==> config.mk <==
export PLATFORM = sky130hd
export DESIGN_NAME = rtp_stream_loss_monitor_core
export DESIGN_NICKNAME = d
export VERILOG_FILES = /design/src/rtl/rslm_pkg.sv /design/src/rtl/rslm_cell.sv /design/src/rtl/rtp_stream_loss_monitor_core.sv
export SDC_FILE = /design/constraint.sdc
export NUM_CORES = 2
export LEC_CHECK = 0
export CAP_MARGIN = 20
export CORE_MARGIN = 2
export CORE_UTILIZATION = 30
export DETAILED_ROUTE_END_ITERATION = 8
export DONT_BUFFER_PORTS = 1
export PLACE_DENSITY = 0.45
export SYNTH_ARGS = -nofsm -noshare
export SYNTH_HDL_FRONTEND = slang
export SYNTH_SLANG_ARGS = --single-unit
export TNS_END_PERCENT = 10
==> constraint.sdc <==
create_clock -name aclk -period 33.9 [get_ports aclk]
set_input_delay 6.78 -clock aclk [delete_from_list [all_inputs] [get_ports aclk]]
set_output_delay 6.78 -clock aclk [all_outputs]
set_load 0.01 [all_outputs]
==> src/rtl/rslm_pkg.sv <==
// ----------------------------------------------------------------------------
// rslm_pkg
// Shared types and constants for the RTP stream loss monitor.
// ----------------------------------------------------------------------------
`default_nettype none
package rslm_pkg;
    localparam int FLOW_SLOTS_DEF = 16;
    localparam logic [15:0] MIN_PORT_RST   = 16'd10000;
    localparam logic [15:0] BAND_FIRST_RST = 16'd5070;
    localparam logic [15:0] BAND_LAST_RST  = 16'd5074;
    localparam logic [7:0]  VERSION_RST    = 8'h80;

    localparam logic [1:0] REG_MIN_PORT   = 2'd0;
    localparam logic [1:0] REG_BAND_FIRST = 2'd1;
    localparam logic [1:0] REG_BAND_LAST  = 2'd2;
    localparam logic [1:0] REG_VERSION    = 2'd3;

    localparam logic CMD_PACKET = 1'b0;
    localparam logic CMD_TICK   = 1'b1;

    // contents of one flow entry
    typedef struct packed {
        logic        valid;
        logic [31:0] ip;
        logic [15:0] port;
        logic [15:0] seq_first;
        logic [15:0] seq_last;
        logic [15:0] rcvd;
        logic [15:0] rcvd_rep;
    } flow_t;

    // command broadcast to all cells
    typedef struct packed {
        logic        upd;
        logic [31:0] ip;
        logic [15:0] port;
        logic [15:0] seq;
    } pkt_t;
endpackage
`default_nettype wire

==> src/rtl/rslm_cell.sv <==
// ----------------------------------------------------------------------------
// rslm_cell
// One flow slot: key compare, packet update, and a shift stage for the report walk.
// ----------------------------------------------------------------------------
`default_nettype none
module rslm_cell (
    input  wire logic            aclk,
    input  wire logic            aresetn,
    input  wire rslm_pkg::pkt_t  pkt,
    input  wire logic            claim,
    input  wire logic            shift,
    input  wire logic            wrap,
    input  wire rslm_pkg::flow_t prev,
    output rslm_pkg::flow_t      cur,
    output logic                 hit
);
    rslm_pkg::flow_t cell_reg, cell_next;

    assign cur = cell_reg;
    assign hit = cell_reg.valid && cell_reg.ip == pkt.ip && cell_reg.port == pkt.port;

    always_comb begin
        cell_next = cell_reg;
        if (shift) begin
            // report walk rotates entries; sync the report count as an entry leaves the head
            cell_next = prev;
            if (wrap && prev.valid)
                cell_next.rcvd_rep = prev.rcvd;
        end else if (pkt.upd && hit) begin
            if (pkt.seq == 16'd0) begin
                cell_next.seq_first = 16'd0;
                cell_next.seq_last  = 16'd0;
                cell_next.rcvd      = 16'd1;
                cell_next.rcvd_rep  = 16'd1;
            end else begin
                cell_next.seq_last = pkt.seq;
                cell_next.rcvd     = cell_reg.rcvd + 16'd1;
            end
        end else if (pkt.upd && claim) begin
            cell_next.valid     = 1'b1;
            cell_next.ip        = pkt.ip;
            cell_next.port      = pkt.port;
            cell_next.seq_first = pkt.seq;
            cell_next.seq_last  = pkt.seq;
            cell_next.rcvd      = 16'd1;
        end
    end

    always_ff @(posedge aclk) begin
        if (!aresetn) begin
            cell_reg.valid    <= 1'b0;
            cell_reg.rcvd_rep <= 16'd0;
        end else begin
            cell_reg.valid    <= cell_next.valid;
            cell_reg.rcvd_rep <= cell_next.rcvd_rep;
        end
        cell_reg.ip        <= cell_next.ip;
        cell_reg.port      <= cell_next.port;
        cell_reg.seq_first <= cell_next.seq_first;
        cell_reg.seq_last  <= cell_next.seq_last;
        cell_reg.rcvd      <= cell_next.rcvd;
    end
endmodule
`default_nettype wire

==> src/rtl/rtp_stream_loss_monitor_core.sv <==
// ----------------------------------------------------------------------------
// rtp_stream_loss_monitor_core
// Per-flow RTP sequence loss tracker over a ring of flow cells.
// ----------------------------------------------------------------------------
// A packet item is registered on acceptance, then every cell compares its key
// in parallel and updates or is claimed round robin. A tick item rotates the
// ring of FLOW_SLOTS cells once, one slot per cycle unless the output stalls the
// walk, then the final pending report is flushed; each changed valid flow is
// captured from the head cell as it passes and held pending until the next
// changed flow or the walk end, which pushes it to the output.
// Results are held in an output register, so the walk stalls only when a
// result is not taken.
`default_nettype none
module rtp_stream_loss_monitor_core #(
    parameter int FLOW_SLOTS = rslm_pkg::FLOW_SLOTS_DEF
) (
    input  wire logic        aclk,
    input  wire logic        aresetn,
    input  wire logic        cfg_we,
    input  wire logic [1:0]  cfg_index,
    input  wire logic [15:0] cfg_data,
    input  wire logic        s_valid,
    output logic             s_ready,
    input  wire logic        s_command,
    input  wire logic [31:0] s_dest_ip,
    input  wire logic [15:0] s_dest_port,
    input  wire logic [7:0]  s_first_header_byte,
    input  wire logic [15:0] s_seq_number,
    output logic             m_valid,
    input  wire logic        m_ready,
    output logic [3:0]       m_slot,
    output logic [31:0]      m_stream_ip,
    output logic [15:0]      m_stream_port,
    output logic [15:0]      m_first_seq,
    output logic [15:0]      m_last_seq,
    output logic [15:0]      m_packets_seen,
    output logic signed [17:0] m_packets_expected,
    output logic signed [17:0] m_packets_lost,
    output logic             m_last_report
);
    localparam int SW = $clog2(FLOW_SLOTS);
    localparam logic [SW-1:0] LAST_SLOT = SW'(FLOW_SLOTS - 1);

    localparam logic [1:0] ST_IDLE = 2'd0;
    localparam logic [1:0] ST_PKT  = 2'd1;
    localparam logic [1:0] ST_WALK = 2'd2;

    logic [15:0] min_port_reg, band_first_reg, band_last_reg;
    logic [7:0]  version_reg;
    logic [1:0]  state_reg;
    logic [SW-1:0] next_slot_reg, walk_reg;
    logic          any_reg;
    rslm_pkg::pkt_t pkt_reg;

    rslm_pkg::flow_t cur [FLOW_SLOTS];
    logic [FLOW_SLOTS-1:0] hit;
    logic shift, any_hit, pass;

    // pending report held until the next changed flow or the walk end
    logic        pend_reg;
    logic [SW-1:0] pend_slot_reg;
    rslm_pkg::flow_t pend_reg_d;

    always_ff @(posedge aclk) begin
        if (!aresetn) begin
            min_port_reg   <= rslm_pkg::MIN_PORT_RST;
            band_first_reg <= rslm_pkg::BAND_FIRST_RST;
            band_last_reg  <= rslm_pkg::BAND_LAST_RST;
            version_reg    <= rslm_pkg::VERSION_RST;
        end else if (cfg_we) begin
            unique case (cfg_index)
                rslm_pkg::REG_MIN_PORT:   min_port_reg   <= cfg_data;
                rslm_pkg::REG_BAND_FIRST: band_first_reg <= cfg_data;
                rslm_pkg::REG_BAND_LAST:  band_last_reg  <= cfg_data;
                rslm_pkg::REG_VERSION:    version_reg    <= cfg_data[7:0];
                default: ;
            endcase
        end
    end

    assign pass = (s_dest_port >= min_port_reg
                   || (s_dest_port >= band_first_reg && s_dest_port <= band_last_reg))
                  && s_first_header_byte == version_reg;
    assign any_hit = |hit;

    genvar g;
    generate
        for (g = 0; g < FLOW_SLOTS; g++) begin : g_cell
            rslm_pkg::pkt_t cpkt;
            assign cpkt.upd  = (state_reg == ST_PKT) && pkt_reg.upd;
            assign cpkt.ip   = pkt_reg.ip;
            assign cpkt.port = pkt_reg.port;
            assign cpkt.seq  = pkt_reg.seq;
            rslm_cell u_cell (
                .aclk(aclk), .aresetn(aresetn), .pkt(cpkt),
                .claim(!any_hit && next_slot_reg == SW'(g)),
                .shift(shift),
                .wrap(g == FLOW_SLOTS - 1),
                .prev(cur[(g + 1) % FLOW_SLOTS]),
                .cur(cur[g]), .hit(hit[g])
            );
        end
    endgenerate

    // head cell 0 holds slot walk_reg during the walk
    logic head_changed, out_free, out_load;
    assign head_changed = cur[0].valid && cur[0].rcvd != cur[0].rcvd_rep;
    assign out_free = !m_valid || m_ready;
    // advance unless a changed flow would overwrite an undelivered pending one
    assign shift = (state_reg == ST_WALK) && (!(head_changed && pend_reg) || out_free);
    // accept input only in idle, and hold it off while the final report of a tick is still pending
    assign s_ready = (state_reg == ST_IDLE) && !any_reg;
    assign out_load = (state_reg == ST_WALK && shift && head_changed && pend_reg)
                      || (state_reg == ST_IDLE && any_reg && pend_reg && out_free);

    logic signed [17:0] exp_w;
    assign exp_w = 18'({2'b00, pend_reg_d.seq_last}) - 18'({2'b00, pend_reg_d.seq_first})
                   + 18'sd1;

    always_ff @(posedge aclk) begin
        if (!aresetn) begin
            state_reg     <= ST_IDLE;
            next_slot_reg <= '0;
            walk_reg      <= '0;
            pend_reg      <= 1'b0;
            m_valid       <= 1'b0;
            any_reg       <= 1'b0;
        end else begin
            if (out_load) m_valid <= 1'b1;
            else if (m_ready) m_valid <= 1'b0;
            unique case (state_reg)
                ST_IDLE: begin
                    if (s_valid && s_ready) begin
                        if (s_command == rslm_pkg::CMD_TICK) begin
                            state_reg <= ST_WALK;
                            walk_reg  <= '0;
                        end else begin
                            state_reg <= ST_PKT;
                        end
                    end
                end
                ST_PKT: begin
                    if (pkt_reg.upd && !any_hit)
                        next_slot_reg <= (next_slot_reg == LAST_SLOT) ? '0
                                                                      : next_slot_reg + 1'b1;
                    state_reg <= ST_IDLE;
                end
                ST_WALK: begin
                    if (shift) begin
                        if (head_changed) begin
                            if (pend_reg) begin
                                m_slot             <= 4'(pend_slot_reg);
                                m_stream_ip        <= pend_reg_d.ip;
                                m_stream_port      <= pend_reg_d.port;
                                m_first_seq        <= pend_reg_d.seq_first;
                                m_last_seq         <= pend_reg_d.seq_last;
                                m_packets_seen     <= pend_reg_d.rcvd;
                                m_packets_expected <= exp_w;
                                m_packets_lost     <= exp_w - 18'({2'b00, pend_reg_d.rcvd});
                                m_last_report      <= 1'b0;
                            end
                            pend_reg      <= 1'b1;
                            pend_reg_d    <= cur[0];
                            pend_slot_reg <= walk_reg;
                        end
                        walk_reg <= walk_reg + 1'b1;
                        if (walk_reg == LAST_SLOT) begin
                            state_reg <= ST_IDLE;
                            any_reg   <= 1'b1;
                        end
                    end
                end
                default: state_reg <= ST_IDLE;
            endcase
            // flush the final pending report; hold input off until done
            if (state_reg == ST_IDLE && any_reg) begin
                if (!pend_reg) begin
                    any_reg <= 1'b0;
                end else if (out_free) begin
                    m_slot             <= 4'(pend_slot_reg);
                    m_stream_ip        <= pend_reg_d.ip;
                    m_stream_port      <= pend_reg_d.port;
                    m_first_seq        <= pend_reg_d.seq_first;
                    m_last_seq         <= pend_reg_d.seq_last;
                    m_packets_seen     <= pend_reg_d.rcvd;
                    m_packets_expected <= exp_w;
                    m_packets_lost     <= exp_w - 18'({2'b00, pend_reg_d.rcvd});
                    m_last_report      <= 1'b1;
                    pend_reg           <= 1'b0;
                    any_reg            <= 1'b0;
                end
            end
        end
    end

    always_ff @(posedge aclk) begin
        if (s_valid && s_ready) begin
            pkt_reg.upd  <= pass;
            pkt_reg.ip   <= s_dest_ip;
            pkt_reg.port <= s_dest_port;
            pkt_reg.seq  <= s_seq_number;
        end
    end
endmodule
`default_nettype wire

Word level (Yosys, flattened, before mapping)
Index checks and enable logic that the tools add are counted.
{"block": "totals", "ff_bits": 2179, "inputBits": 96, "wordCells": 657}
{"block": "classes", "addsub": 21, "n_lt_le_gt_ge": 3, "n_eq_ne": 91, "n_mux": 186, "n_reduce_logical": 215}
{"op": "113-bit two-way mux", "n": 16}
{"op": "97-bit two-way mux", "n": 16}
{"op": "49-bit two-way mux", "n": 16}
{"op": "48-bit two-way mux", "n": 16}
{"op": "16-bit two-way mux", "n": 47}
{"op": "32-bit two-way mux", "n": 23}
{"op": "32-bit == test", "n": 16}
{"op": "16-bit by 1-bit adder with 16-bit output, second input constant", "n": 16}
{"op": "16-bit == test", "n": 16}
{"op": "18-bit two-way mux", "n": 14}
{"op": "2-bit AND reduction", "n": 53}
{"op": "1-bit logical AND", "n": 95}
{"op": "2-bit nonzero test", "n": 35}
{"op": "3-bit inequality test, second input constant", "n": 16}
{"op": "3-bit nonzero test", "n": 16}
{"op": "4-bit two-way mux", "n": 11}
{"op": "4-bit == test, second input constant", "n": 9}
{"op": "2-bit inequality test, second input constant", "n": 18}
{"op": "16-bit greater-or-equal comparator", "n": 2}
{"op": "1-bit two-way mux", "n": 21}
{"op": "17-bit by 2-bit adder with 18-bit output, second input constant", "n": 1}
{"op": "18-bit by 16-bit subtractor with 18-bit output", "n": 1}
{"op": "16-bit by 16-bit subtractor with 17-bit output", "n": 1}
{"op": "4-bit by 3-bit == test with 1-bit output, second input constant", "n": 4}
{"op": "20 further kinds", "n": 37}

Logic depth before layout (Yosys ltp)
{"block": "logic_depth", "depth_word": 11, "ltp_mapped": 22, "mapped_depth_nobuf": 22}

By module
A second synthesis with hierarchy kept.
{"block": "hier_totals", "hier_cells": 9693, "hier_area_um2": 110026.8}
{"module": "rslm_cell", "instances": 16, "cells_per_inst": 511, "area_per_inst_um2": 5816.8, "seq_area_each_um2": 3223.1}
{"module": "rtp_stream_loss_monitor_core", "instances": 1, "cells_per_inst": 1517, "area_per_inst_um2": 16957.5, "seq_area_each_um2": 10450.0}

Worst setup path before layout
Ideal clock, no wire load.
{"block": "synth_path", "path_type": "in2reg", "from": "input aresetn", "to": "register pend_reg_d[100] (netlist name) (enable)", "setup_ps": 804, "arrival_time_ps": 16826, "required_time_ps": 33096, "path_slack_ps": 16269, "path_stages": 4, "path_cell_list": "clkbuf_1 inv_2 clkbuf_1 nor4_1"}
{"block": "synth_between", "elab_chain_len": 1}
{"item": "from (decl)", "line": "rtp_stream_loss_monitor_core.sv:18", "rtl": "input wire logic aresetn,"}
{"item": "4-bit AND reduction (no line)"}
{"item": "to (signal assigned)", "line": "rtp_stream_loss_monitor_core.sv:163", "rtl": "pend_reg_d <= cur[0];"}
{"item": "to (decl)", "line": "rtp_stream_loss_monitor_core.sv:62", "rtl": "rslm_pkg::flow_t pend_reg_d;"}
No other way between the ends.
A chain may end at the register's enable or synchronous reset.

Worst setup path in the final report
{"block": "layout_path", "from": "input m_ready", "to": "register g_cell[2].u_cell.cell_reg (netlist bit g_cell[2].u_cell.cur[63]) (enable)"}
{"block": "layout_between", "elab_chain_len": 5}
{"item": "from (decl)", "line": "rtp_stream_loss_monitor_core.sv:30", "rtl": "input wire logic m_ready,"}
{"item": "1-bit logical OR (*)", "line": "rtp_stream_loss_monitor_core.sv:108", "rtl": "assign out_free = !m_valid || m_ready;"}
{"item": "1-bit logical OR (*)", "line": "rtp_stream_loss_monitor_core.sv:110", "rtl": "assign shift = (state_reg == ST_WALK) && (!(head_changed && pend_reg) || out_free);"}
{"item": "1-bit logical AND (*)", "line": "rtp_stream_loss_monitor_core.sv:110"}
{"item": "3-bit inequality test (no line) or 3-bit nonzero test (tied branches)"}
{"item": "2-bit AND reduction (no line) (*)"}
{"item": "to (decl)", "line": "rslm_cell.sv:17", "rtl": "rslm_pkg::flow_t cell_reg, cell_next;"}
Mark *: on every way between the ends. The rest lies on a longest branch, timed or not.

==> flow_summary_export.csv <==
group,metric,value,unit
route,post_drt_wl_per_cell,27.9,um
floorplanning,rows,211,
cts,postCtsSetupRepairBufs,0,
route,drtIter0Drc,7124,
placed_design,dp.cells,12177,
cells_and_area,nFillCells,32696,
global_routing,grt_pass1_vias,64081,
cells_and_area,nets,8282,
pwr,pwr-share-comb,14.3,%
critical_path,crit_chain,"nor2b_1 -> nand2_1 -> o21ba_4 -> buf_4 -> buf_4 -> buf_12 -> a21oi_2 -> nand2b_1 -> nand2_1",
synth,synth.most_common_cell,"edfxtp_1",
placed_design,dp_slack,21.45,ns
floorplanning,initial_core_util,30.2,%
run,drv_cap,0,
cts,hold_buffers,0,
critical_path,cp_slowest_cell,"buf_4",
cts,post_cts_resize_count,0,
cells_and_area,stdcell_count,12660,
critical_path,cp_max_fo,200,
sta,hold_slack,0.453,ns
route,antenna_left,0,
sta,fin_crit,11.57,ns
synth,syn-num-nets,8394,
synth,ys_async_sr_fraction,0,%
synth,synth_area_per_cell,12.2,um^2
sta,max_freq,86.4,MHz
critical_path,arrival,12.09,ns
cts,clock_path_buffers,4,
pwr,p_clk_share,38.3,%
floorplanning,core,331000,um^2
route,drt-pass1-iter-count,8,
pwr,power.density,64.5,nW/um^2
cells_and_area,regArea,62000,um^2
min_path,hold_class,"reg -> reg",
synth,netlist.area_leader.share,55.3,%
pwr,peakVddDrop,0.0362,mV
placed_design,port-buffer-count,0,
critical_path,cp-startpoint,"m_ready",
sta,slew_violations,0,
synth,yosysSeqAreaShare,62.2,%
sta,setup_ws,22.33,ns
route,drc,0,
min_path,hold_start,"band_last_reg[5]$_SDFFE_PN0P_",
sta,rsz0062_at_grt,"no",
global_routing,grt_use_total,20.2,%
cells_and_area,layout-drive-gt1-share,8.27,%
cts,cts_num_sinks,2179,
critical_path,critPathKind,"in -> reg",
critical_path,critPathCaptureType,"flop",
critical_path,slowest_delay,0.85,ns
cts,path_clk_slew,0.06,ns
critical_path,critical_path_buf_inv_count,3,
synth,synth_edf_count,1838,
cells_and_area,area_growth,12.7,%
placed_design,post-dp-hpwl,247000,um
cts,cts_tree,"yes",
synth,synthCells,8194,
cells_and_area,utilization,34.0,%
pwr,seqPwrFrac,47.4,%
cts,cts_root_buf,"clkbuf_16",
cells_and_area,multi_input_area,34300,um^2
cts,cts_made_buffers,266,
sta,clock_skew,0.0771,ns
floorplanning,die_x,581,um
critical_path,r2r-start,"g_cell[0].u_cell.cur[23]$_DFFE_PP_",
synth,mappedNetlistArea,99700,um^2
pwr,p_switching,2.09,mW
route,vias,66488,
sta,slew_headroom,17.6,%
pwr,sw_frac_of_total,28.8,%
synth,synth_top_area_cell,"edfxtp_1",
sta,setup_tns,0,ns
critical_path,crit_family,"buffers and inverters",
cells_and_area,largest_reg_flops,1808,
cts,clk_latency,0.92,ns
floorplanning,die_area,337000,um^2
floorplanning,die_h,581,um
sta,fin_crit_sh,34.1,%
global_routing,grt_pass1_wl,496000,um
global_routing,antenna_found_initial,17,
floorplanning,io_pins,235,
cts,htreeDepth,5,
route,wl,354000,um
pwr,cell_internal_pwr,5.16,mW
pwr,cellLeakagePower,42.7,nW
synth,ys_top_cells_by_area,"edfxtp_1 (55%), dfxtp_1 (6.8%), a21o_1 (6.4%)",
global_routing,overflow,0,
sta,setup_viol,0,
synth,synth.ff_latch_count,2179,
synth,yosysUniqueCellTypes,86,
sta,final-hold-violation-count,0,
outcome,status,"finished clean",
critical_path,start_kind,"primary input",
synth,synth_ff_type,"edfxtp_1",
placed_design,gp_congestion,0.932,
synth,ys_top_cells_by_count,"edfxtp_1 (1838), nand2_1 (1171), a21o_1 (856)",
global_routing,grt_max_degree,218,
synth,yosysWarnings,0,
route,vias_per_cell,5.25,
critical_path,worstPathRequired,34.41,ns
sta,worst_pin_slew,1.22,ns
-- layout make-up --
cell class	count	area share [%]
Timing Repair Buffer	200	1.47
Inverter	176	0.594
Multi-Input combinational cell	5259	30.5
Tap cell	4366	4.86
Sequential cell	2179	55.2
Clock buffer	350	6.46
Clock inverter	121	0.899
Antenna cell	9	0.0200
-- kinds of logic after synthesis --
group                      count (synthesis)  synth area share (%)
and+or+nand+nor                         2183                  9.73
DFF                                     2179                  62.2
AOI/OAI and AO/OA                       1971                  14.3
xor gates and xnor gates                 979                  8.60
buffers and inverters                    756                  3.61
adders and majority gates                104                  1.32
muxes                                     22                 0.225
-- power by group through the flow --
stage / clock network (mW) / registers [mW] / logic (mW)
3_5_place_dp: 0 / 3.49 / 1.02
4_1_cts: 2.84 / 3.43 / 1.03
3_3_place_gp: 0 / 3.49 / 1.01
5_1_grt: 2.94 / 3.45 / 1.10
6_report: 2.78 / 3.44 / 1.04
2_1_floorplan: 0 / 3.39 / 0.664
-- layout by cell type, fill, tap and decap left out, drive strengths merged, types with 22 or more instances in the layout --
cell,synthesis,final
edfxtp,1838,1838
nand2,1191,1191
a21o,856,856
xor2,558,558
xnor2,421,421
nor2,397,397
clkbuf,208,350
dfxtp,341,341
o21ai,315,315
a22o,260,260
a22oi,226,226
buf,372,200
inv,175,185
nor4,137,137
nand4,108,108
nand3,105,105
a21oi,103,103
ha,102,102
clkinv,1,97
and3,76,76
nand2b,37,37
and2,37,37
nor3,35,35
o22ai,27,27
o211ai,23,23
a221oi,23,23
a211oi,22,22
-- metrics by stage --
| stage | cell area, um^2 | power [mW] |
|---|---|---|
| floorplan | 99700 | 4.06 |
| global placement | 104000 | 4.50 |
| detailed placement | 104000 | 4.51 |
| CTS | 112000 | 7.31 |
| global route | 112000 | 7.50 |
| finish | 112000 | 7.25 |
-- worst reg2reg max path, cell delays in order (launching register included) --
cell      delay [ns]
edfxtp_1        0.35
buf_4           0.22
xnor2_1         0.19
nand4_1         0.20
o41ai_4         0.72
o21ba_4         0.71
buf_4           0.86
buf_4           0.91
buf_12          0.71
a21oi_2         0.43
nand2b_1        0.68
nand2_1         0.77
-- final timing paths --
kind | slack [ns] | to | cells after the start
worst max-delay path | 22.33 | g_cell[2].u_cell.cur[63]$_DFFE_PP_ | 9
worst min-delay path | 0.45 | band_last_reg[5]$_SDFFE_PN0P_ | 2
worst max register to register | 26.78 | g_cell[2].u_cell.cur[63]$_DFFE_PP_ | 11
worst min register to register | 0.45 | band_last_reg[5]$_SDFFE_PN0P_ | 2
-- per-layer routing --
metal	track usage, %	wire length [um]	vias up
li1	-	-	29460
met1	29.6	163000	33835
met2	30.1	152000	2728
met3	3.58	27300	461
met4	6.53	12000	4
met5	0	33	-
(Power assumes the default switching activity.)
